===== src/rtl/core/rbs_pkg.sv =====
// Shared types and constants for the ray/box slab test block.
`timescale 1ns / 1ps
`default_nettype none
package rbs_pkg;
   localparam int DEF_COORD_WIDTH = 32;
   localparam int DEF_FRAC_BITS   = 16;

   localparam logic [1:0] ACT_CLEAR     = 2'd0;
   localparam logic [1:0] ACT_ADD       = 2'd1;
   localparam logic [1:0] ACT_INTERSECT = 2'd2;

   typedef struct packed {
      logic clear;
      logic add;
      logic capture;
      logic load;
      logic step;
      logic fix;
      logic order;
      logic comb;
      logic span;
   } cmd_type;

   typedef struct packed {
      logic out_busy;
   } status_type;
endpackage
`default_nettype wire


===== src/rtl/core/rbs_div.sv =====
// Iterative restoring divider lane: (num << FRAC_BITS) / den, saturated.
`timescale 1ns / 1ps
`default_nettype none
module rbs_div #(
   parameter int COORD_WIDTH = 32,
   parameter int FRAC_BITS   = 16
) (
   input  wire logic                          clock,
   input  wire logic                          load,
   input  wire logic                          step,
   input  wire logic signed [COORD_WIDTH:0]   num,
   input  wire logic signed [COORD_WIDTH-1:0] den,
   output logic signed [COORD_WIDTH-1:0]      quot
);
   localparam int W    = COORD_WIDTH;
   localparam int NW   = W + 1;
   localparam int DW   = W + 1 + FRAC_BITS;
   localparam int CMPW = (DW > 2 * W - 1) ? DW : 2 * W - 1;

   logic [NW-1:0]  rem_ff, rem_in;
   logic [W-2:0]   low_ff, low_in;
   logic [W-2:0]   q_ff, q_in;
   logic           neg_ff, neg_in, zero_ff, zero_in, sat_ff, sat_in, nsgn_ff, nsgn_in;

   logic [NW-1:0]  nm;
   logic [W-1:0]   dm;
   logic [DW-1:0]  dvd, dvd_hi;
   logic [CMPW-1:0] cmp_a, cmp_b;
   logic [NW-1:0]  trial;
   logic [NW-1:0]  dm_ext;

   always_comb begin
      nm      = num[W] ? NW'(-num) : NW'(num);
      dm      = den[W-1] ? W'(-den) : W'(den);
      dvd     = {nm, {FRAC_BITS{1'b0}}};
      dvd_hi  = dvd >> (W - 1);
      cmp_a   = CMPW'(dvd);
      cmp_b   = CMPW'({dm, {(W-1){1'b0}}});
      dm_ext  = NW'(dm);
      trial   = {rem_ff[NW-2:0], low_ff[W-2]};

      rem_in  = rem_ff;
      low_in  = low_ff;
      q_in    = q_ff;
      neg_in  = neg_ff;
      zero_in = zero_ff;
      sat_in  = sat_ff;
      nsgn_in = nsgn_ff;
      if (load) begin
         rem_in  = dvd_hi[NW-1:0];
         low_in  = dvd[W-2:0];
         q_in    = '0;
         neg_in  = num[W] ^ den[W-1];
         nsgn_in = num[W];
         zero_in = (den == '0);
         sat_in  = (cmp_a >= cmp_b);
      end else if (step) begin
         low_in = {low_ff[W-3:0], 1'b0};
         if (trial >= dm_ext) begin
            rem_in = trial - dm_ext;
            q_in   = {q_ff[W-3:0], 1'b1};
         end else begin
            rem_in = trial;
            q_in   = {q_ff[W-3:0], 1'b0};
         end
      end
   end

   always_ff @(posedge clock) begin
      rem_ff  <= rem_in;
      low_ff  <= low_in;
      q_ff    <= q_in;
      neg_ff  <= neg_in;
      zero_ff <= zero_in;
      sat_ff  <= sat_in;
      nsgn_ff <= nsgn_in;
   end

   always_comb begin
      if (zero_ff)
         quot = nsgn_ff ? {1'b1, {(W-1){1'b0}}} : {1'b0, {(W-1){1'b1}}};
      else if (sat_ff)
         quot = neg_ff ? {1'b1, {(W-1){1'b0}}} : {1'b0, {(W-1){1'b1}}};
      else if (neg_ff)
         quot = -$signed({1'b0, q_ff});
      else
         quot = $signed({1'b0, q_ff});
   end
endmodule
`default_nettype wire


===== src/rtl/core/rbs_datapath.sv =====
// Datapath: box corners, six divider lanes, ordering and span output.
`timescale 1ns / 1ps
`default_nettype none
module rbs_datapath #(
   parameter int COORD_WIDTH = 32,
   parameter int FRAC_BITS   = 16
) (
   input  wire logic                          clock,
   input  wire logic                          reset,
   input  wire rbs_pkg::cmd_type              cmd,
   output rbs_pkg::status_type                status,
   input  wire logic signed [COORD_WIDTH-1:0] pos_x,
   input  wire logic signed [COORD_WIDTH-1:0] pos_y,
   input  wire logic signed [COORD_WIDTH-1:0] pos_z,
   input  wire logic signed [COORD_WIDTH-1:0] dir_x,
   input  wire logic signed [COORD_WIDTH-1:0] dir_y,
   input  wire logic signed [COORD_WIDTH-1:0] dir_z,
   input  wire logic                          rsp_stall,
   output logic                               rsp_valid,
   output logic signed [COORD_WIDTH-1:0]      rsp_span
);
   import rbs_pkg::*;
   localparam int W = COORD_WIDTH;
   localparam logic signed [W-1:0] MAXV = {1'b0, {(W-1){1'b1}}};
   localparam logic signed [W-1:0] MINV = {1'b1, {(W-1){1'b0}}};

   logic signed [W-1:0] low_ff [3], low_in [3];
   logic signed [W-1:0] high_ff [3], high_in [3];
   logic signed [W-1:0] pos_ff [3], pos_in [3];
   logic signed [W-1:0] dir_ff [3], dir_in [3];
   logic signed [W-1:0] pin [3], din [3];
   logic signed [W:0]   num_lo [3], num_hi [3];
   logic signed [W-1:0] q_lo [3], q_hi [3];
   logic signed [W-1:0] a_ff [3], a_in [3], b_ff [3], b_in [3];
   logic signed [W-1:0] s_ff [3], s_in [3], e_ff [3], e_in [3];
   logic signed [W-1:0] tin_ff, tin_in, tout_ff, tout_in;
   logic signed [W-1:0] m01, n01;
   logic signed [W:0]   diff;
   logic signed [W-1:0] span_ff, span_in;
   logic                valid_ff, valid_in;

   assign pin = '{pos_x, pos_y, pos_z};
   assign din = '{dir_x, dir_y, dir_z};

   for (genvar a = 0; a < 3; a++) begin : g_axis
      assign num_lo[a] = {low_ff[a][W-1], low_ff[a]} - {pos_ff[a][W-1], pos_ff[a]};
      assign num_hi[a] = {high_ff[a][W-1], high_ff[a]} - {pos_ff[a][W-1], pos_ff[a]};
      rbs_div #(.COORD_WIDTH(COORD_WIDTH), .FRAC_BITS(FRAC_BITS)) u_div_lo (
         .clock(clock), .load(cmd.load), .step(cmd.step),
         .num(num_lo[a]), .den(dir_ff[a]), .quot(q_lo[a]));
      rbs_div #(.COORD_WIDTH(COORD_WIDTH), .FRAC_BITS(FRAC_BITS)) u_div_hi (
         .clock(clock), .load(cmd.load), .step(cmd.step),
         .num(num_hi[a]), .den(dir_ff[a]), .quot(q_hi[a]));
   end

   always_comb begin
      for (int a = 0; a < 3; a++) begin
         low_in[a]  = low_ff[a];
         high_in[a] = high_ff[a];
         pos_in[a]  = pos_ff[a];
         dir_in[a]  = dir_ff[a];
         a_in[a]    = a_ff[a];
         b_in[a]    = b_ff[a];
         s_in[a]    = s_ff[a];
         e_in[a]    = e_ff[a];
         if (cmd.clear) begin
            low_in[a]  = MAXV;
            high_in[a] = MINV;
         end
         if (cmd.add) begin
            if (pin[a] < low_ff[a])  low_in[a]  = pin[a];
            if (pin[a] > high_ff[a]) high_in[a] = pin[a];
         end
         if (cmd.capture) begin
            pos_in[a] = pin[a];
            dir_in[a] = din[a];
         end
         if (cmd.fix) begin
            a_in[a] = q_lo[a];
            b_in[a] = q_hi[a];
         end
         if (cmd.order) begin
            s_in[a] = (a_ff[a] > b_ff[a]) ? b_ff[a] : a_ff[a];
            e_in[a] = (a_ff[a] > b_ff[a]) ? a_ff[a] : b_ff[a];
         end
      end
   end

   always_comb begin
      m01     = (s_ff[1] > s_ff[0]) ? s_ff[1] : s_ff[0];
      n01     = (e_ff[1] < e_ff[0]) ? e_ff[1] : e_ff[0];
      tin_in  = tin_ff;
      tout_in = tout_ff;
      if (cmd.comb) begin
         tin_in  = (s_ff[2] > m01) ? s_ff[2] : m01;
         tout_in = (e_ff[2] < n01) ? e_ff[2] : n01;
      end
      diff    = {tout_ff[W-1], tout_ff} - {tin_ff[W-1], tin_ff};
      span_in = span_ff;
      if (cmd.span) begin
         if (diff > $signed({MAXV[W-1], MAXV}))      span_in = MAXV;
         else if (diff < $signed({MINV[W-1], MINV})) span_in = MINV;
         else                                        span_in = diff[W-1:0];
      end
      if (cmd.span)                 valid_in = 1'b1;
      else if (valid_ff && rsp_stall) valid_in = 1'b1;
      else                          valid_in = 1'b0;
   end

   always_ff @(posedge clock) begin
      if (reset) begin
         for (int a = 0; a < 3; a++) begin
            low_ff[a]  <= MAXV;
            high_ff[a] <= MINV;
         end
         valid_ff <= 1'b0;
      end else begin
         low_ff   <= low_in;
         high_ff  <= high_in;
         valid_ff <= valid_in;
      end
      pos_ff  <= pos_in;
      dir_ff  <= dir_in;
      a_ff    <= a_in;
      b_ff    <= b_in;
      s_ff    <= s_in;
      e_ff    <= e_in;
      tin_ff  <= tin_in;
      tout_ff <= tout_in;
      span_ff <= span_in;
   end

   assign status.out_busy = valid_ff && rsp_stall;
   assign rsp_valid = valid_ff;
   assign rsp_span  = span_ff;
endmodule
`default_nettype wire


===== config.mk =====
export PLATFORM = sky130hd
export DESIGN_NAME = rbs_datapath
export DESIGN_NICKNAME = d
export VERILOG_FILES = /design/src/rtl/core/rbs_pkg.sv /design/src/rtl/core/rbs_div.sv /design/src/rtl/core/rbs_datapath.sv
export SDC_FILE = /design/constraint.sdc
export NUM_CORES = 2
export LEC_CHECK = 0
export BUFFER_PORTS_ARGS = -buffer_cell sky130_fd_sc_hd__buf_2
export CORE_MARGIN = 10
export CORE_UTILIZATION = 34
export DETAILED_ROUTE_END_ITERATION = 10
export PLACE_DENSITY = 0.45
export SLEW_MARGIN = 15
export SYNTH_ARGS = -nofsm -noshare
export SYNTH_HDL_FRONTEND = slang
export SYNTH_SLANG_ARGS = --single-unit

===== constraint.sdc =====
create_clock -name clock -period 8.21 [get_ports clock]
set_input_delay 0 -clock clock [delete_from_list [all_inputs] [get_ports clock]]
set_output_delay 0 -clock clock [all_outputs]
set_load 0.01 [all_outputs]

* Yosys cells after proc, flatten, opt, wreduce, memory -nomap -nowiden
Index checks and enable logic that the tools add are counted.
Storage, ports and cells: register bits 1354, input port bits 204, output and inout port bits 34, word-level logic and storage cells 245
Cells by class: $add $sub $neg 28, $lt $le $gt $ge 27, muxes and demuxes 106, bitwise logic cells 6, reductions and logical operators 5
Operators with widths (count):
- 2-to-1 mux 32 bit | 68
- >= comparator 49 x 63 -> 1 bit | 6
- 2-to-1 mux 31 bit | 12
- > comparator 32 bit | 8
- subtractor 32 x 32 -> 33 bit | 7
- 2-to-1 mux 18 bit | 12
- >= comparator 33 x 32 -> 1 bit | 6
- 2-to-1 mux 33 bit | 6
- negator 33 bit | 6
- negator 31 -> 32 bit | 6
- subtractor 32 bit | 6
- less-than comparator 32 bit | 5
- logical NOT 32 bit | 3
- negator 32 bit | 3
- > comparator 33 x 32 -> 1 bit (second input constant) | 1
- less-than comparator 33 x 32 -> 1 bit (second input constant) | 1
- 2-to-1 mux 1 bit | 8
- XOR 1 bit | 6
- nonzero test 2 bit | 1
- logical AND 1 bit | 1

* Depth between registers and ports, before layout
depth after elaboration 6, mapped depth 29, gate-level depth less buffers 25

* Cells and area by module
From an unflattened synthesis, not the netlist that was laid out.
Second synthesis, totals: cell total of the unflattened synthesis 11415, area, all modules 102414.5 um2
By module, submodules not included:
- rbs_datapath | instances 1, cells each 5195, area an instance 53637.7 um2, seq. area each 24043.1 um2
- rbs_div at g_axis[0].u_div_hi ... | instances 3, cells each 1043, area an instance 8139.1 um2, seq. area each 2011.9 um2
- rbs_div at g_axis[2].u_div_lo | instances 1, cells each 1064, area an instance 8154.1 um2, seq. area each 2011.9 um2
- rbs_div at g_axis[1].u_div_lo | instances 1, cells each 1037, area an instance 8147.8 um2, seq. area each 2011.9 um2
- rbs_div at g_axis[2].u_div_hi | instances 1, cells each 990, area an instance 8057.7 um2, seq. area each 2011.9 um2

* Worst setup path after synthesis
OpenSTA, ideal clock, no wires.
path type register to register, start point reg s_ff[49] in the netlist's numbering, end point reg tin_ff[10], data pin, library setup time 279 ps, arrival 6017 ps, required time 7931 ps, setup slack 1915 ps, stages on the path, launching flop included 29, path buffers 5, period minus slack after synthesis 6295 ps, path through edfxtp_1 ha_1 a21o_1 a21o_1 a21o_1 a21o_1 a21oi_1 o221ai_1 clkbuf_1 nand2_1 o21ai_0 nor3_1 buf_1 clkbuf_1 mux2i_1 ha_1 a21o_1 a21o_1 a21o_1 a21o_1 a21o_1 a211oi_1 o22a_1 nand3_1 a2111oi_0 a221o_1 clkbuf_1 buf_1 mux2i_1
On the way: cells in the longest elaborated chain, start to end 4
Ends and longest elaborated chain:
- start, declared | line rbs_datapath.sv:35 | logic signed [W-1:0] s_ff [3], s_in [3], e_ff [3], e_in [3];
- start signal, assigned | line rbs_datapath.sv:126 | s_ff <= s_in;
- > comparator 32 bit | line rbs_datapath.sv:90 | m01 = (s_ff[1] > s_ff[0]) ? s_ff[1] : s_ff[0];
- 2-to-1 mux 32 bit * | line rbs_datapath.sv:90
- > comparator 32 bit | line rbs_datapath.sv:95 | tin_in = (s_ff[2] > m01) ? s_ff[2] : m01;
- 2-to-1 mux 32 bit * | line rbs_datapath.sv:95
- end signal, assigned | line rbs_datapath.sv:128 | tin_ff <= tin_in;
- end, declared | line rbs_datapath.sv:36 | logic signed [W-1:0] tin_ff, tin_in, tout_ff, tout_in;
Mark *: on every way between the ends. The rest lies on a longest branch, timed or not. A chain may end at the register's enable or synchronous reset.

* Worst setup path after layout
start point reg low_ff[32] in the netlist's numbering, end point reg g_axis[1].u_div_lo.sat_ff, data pin
On the way: cells in the longest elaborated chain, start to end 4
Ends and longest elaborated chain:
- start, declared | line rbs_datapath.sv:27 | logic signed [W-1:0] low_ff [3], low_in [3];
- start signal, assigned | line rbs_datapath.sv:118 | low_ff <= low_in;
- subtractor 32 x 32 -> 33 bit * | line rbs_datapath.sv:46 | assign num_lo[a] = {low_ff[a][W-1], low_ff[a]} - {pos_ff[a][W-1], pos_ff[a]};
- negator 33 bit | line rbs_div.sv:33 | nm = num[W] ? NW'(-num) : NW'(num);
- 2-to-1 mux 33 bit * | line rbs_div.sv:33
- >= comparator 49 x 63 -> 1 bit * | line rbs_div.sv:56 | sat_in = (cmp_a >= cmp_b);
- end signal, assigned | line rbs_div.sv:75 | sat_ff <= sat_in;
- end, declared | line rbs_div.sv:23 | logic neg_ff, neg_in, zero_ff, zero_in, sat_ff, sat_in, nsgn_ff, nsgn_in;
Marks and branches as above.

==> results.txt <==
Final Hold Fails: 0
final instance area: 120,000 µm²
placed cell areas: 110,000 µm²
Worst-Skew Late Latency: 880 ps
via-per-instance ratio: 5.50
period utilisation layout: 0.880
Stages on worst setup path: 22
register area share after synthesis: 0.345
CP Data Required Time: 8830 ps
Starting Density: 0.342
Synth Warn #: 0
die height: 574 µm
worst hold margin: 52.5 ps
Post-CTS Setup Bufs: 0
core footprint: 306,000 µm²
clk buf depth: 4
Final Skew: 58.2 ps
Setup crit start kind: register
Pleak: 50.3 nW
largest net degree at the start of global routing: 149
clock buffer count from CTS: 180
Crit path arrival time: 7850 ps
PortBufs: 237
DR DRC count: 0
synth unique cells: 98
CTS tree: yes
DRT iter0 DRCs: 6,512
highest-count cells in the layout ignoring fill and taps: nor2_1 (1,107), ha_1 (949), edfxtp_1 (891)
htree depth: 4
area leader, netlist: edfxtp_1
Root Buffer: clkbuf_16
share of layout cells above drive strength 1: 0.0820
maximum fanout along the worst path: 5
WL/cell: 21.5 µm
Hold Path Stages: 4
Worst Hold Class: in -> reg
die area: 330,000 µm²
CP max-delay cell: o311ai_0
Async S/R FF share, synth: 0
most common cell after layout, fill and taps aside: nor2_1
CP max stage delay: 930 ps
ys flop type: edfxtp_1
cell family with most CP delay: simple AND/OR/NAND/NOR gates
setup_tns: 0 ps
worst slew pin tran: 1180 ps
Slew Viols, Final: 0
Mapped Area: 104,000 µm²
crit path capture type: register
MaxCap Viol Count: 0
Crit path top cell by count: nor4_1
Final GP Congestion: 0.900
first-pass GRT wire length: 533,000 µm
total vias in the final route: 89,865
io pins: 238
post-CTS sizing: 0
drt total wl: 352,000 µm
Post-synth EDFFs: 891
vias in the first global route: 86,171
Reg2Reg Depth: 22
initial antenna violation count: 8
Mapped Nets: 12,843
Clock transition at path regs: 60 ps
die width: 574 µm
fmax: 0.138 GHz
clock sink count: 1,354
CP Cell Sequence: inv_1 -> ha_1 -> fa_1 -> nor2b_1 -> o21ai_0 -> a2111oi_0 -> buf_4 -> or2_2 -> o311ai_0 -> nand4_1 -> nor4_1 -> nand4_1 -> nor4_1 -> nor2_1 -> xor2_1 -> ha_1 -> nand3_1 -> nor2_1 -> nand2_1 -> nor4_1 -> o2111ai_1 -> o41ai_1
WS Path Type: reg -> reg
Slew HR: 0.217
crit path buf inv count: 2
Synth-to-Final Area Change: 15.2%
VDD IR max: 0.000169 V
GRT overflow: 0
pwr dens: 258 nW/µm²
Pre-Repair DR Iteration Count: 6
DP HPWL: 266,000 µm
# rows: 203
Finish-stage setup viols: 0
GRT Total Usage: 0.202
status: finished clean
post-route antenna net violation count: 0
syn avg cell area: 8.95 µm²
top post-synthesis cells by area: edfxtp_1 (26%), ha_1 (11%), dfxtp_1 (8.9%)
#FFs+latches synth: 1,354
hold_buf cts: 413
Filler Cell Count: 30,671
top cell type's share of synthesized area: 0.256
RSZ-0062 raised after global routing: no
minimum clock period after layout: 7230 ps
nets: 13,256
Synth Instances: 11,676
-- worst paths after layout --
path,from,to,slack [ps]
max,low_ff[32]$_SDFF_PP1_,g_axis[1].u_div_lo.sat_ff$_DFFE_PP_,980
max reg2reg,low_ff[32]$_SDFF_PP1_,g_axis[1].u_div_lo.sat_ff$_DFFE_PP_,980
min,pos_z[6],high_ff[6]$_SDFF_PP0_,50
min reg2reg,g_axis[2].u_div_lo.rem_ff[19]$_SDFFE_PP0P_,g_axis[2].u_div_lo.rem_ff[19]$_SDFFE_PP0P_,480
-- cell usage after synthesis, drive strengths merged, types with 222 or more instances --
library cell	n
nor2	1110
ha	950
edfxtp	891
nand2	778
inv	762
a21oi	751
o21ai	639
clkbuf	487
mux2i	470
dfxtp	463
a21o	391
xnor2	359
xor2	299
o21a	240
nor3	222
-- registers in the layout (all words and copies together), names as in the netlist, 32 cells and up --
name,count
a_ff,96
b_ff,96
dir_ff,96
e_ff,96
g_axis.u_div_hi.low_ff,45
g_axis.u_div_hi.q_ff,93
g_axis.u_div_hi.rem_ff,96
g_axis.u_div_lo.low_ff,45
g_axis.u_div_lo.q_ff,93
g_axis.u_div_lo.rem_ff,96
high_ff,96
low_ff,96
pos_ff,96
rsp_span,32
s_ff,96
tin_ff,32
tout_ff,32
-- stage by stage --
step	setup WS, ps	utilization	instances	total power, mW
after CTS	911	0.394	16337	31.2
after global placement	1040	0.360	15594	22.3
after global routing	381	0.394	16338	33.0
after detailed placement	952	0.360	15594	22.5
after floorplan	1910	-	11676	18.6
final	981	0.394	16339	31.0
-- area by class of cell --
class                           count  area, µm²  area share
Antenna cell                        2       5.00   0.0000416
Clock inverter                    104       1310      0.0109
Tap cell                         4100       5130      0.0426
Sequential cell                  1354      36000       0.299
Clock buffer                      226       4900      0.0407
Inverter                          768       2890      0.0240
Timing Repair Buffer              774       6350      0.0528
Multi-Input combinational cell   9011      63700       0.530
-- logic make-up (layout without fill, tap and decap cells) --
group,Yosys count,count (layout),share of synthesized area
XOR/XNOR,658,658,0.0552
flip-flops,1354,1354,0.345
adder cells (fa/ha/maj),965,965,0.116
multiplexers,641,641,0.0635
buffers and inverters,1311,1872,0.0473
other,0,2,0
AND/OR/NAND/NOR,3402,3402,0.157
AO/OA/AOI/OAI,3345,3345,0.216
-- power by group --
part           leakage [nW]  total (mW)  internal (mW)  switching, mW
clock                  3.05        8.36           5.04           3.33
sequential             12.6        9.49           8.69          0.808
combinational          34.6        13.1           5.31           7.84
total                  50.3        31.0           19.0           12.0
-- per-layer routing --
| layer | vias to the layer above | track usage | part of all wire | routed length, µm |
|---|---|---|---|---|
| met4 | 2 | 0.0490 | 0.026 | 9110 |
| met1 | 43392 | 0.287 | 0.48 | 169000 |
| met5 | - | 0 | 0.000048 | 17 |
| met2 | 1982 | 0.327 | 0.45 | 159000 |
| li1 | 44082 | - | - | - |
| met3 | 407 | 0.0214 | 0.041 | 14300 |
-- worst min-delay path: cells and delay by family --
family                 cells  cell delay [ps]
buffers and inverters      2              710
AND/OR/NAND/NOR            1               80
AO/OA/AOI/OAI              1               60
Power figures use the tool's default switching activity.
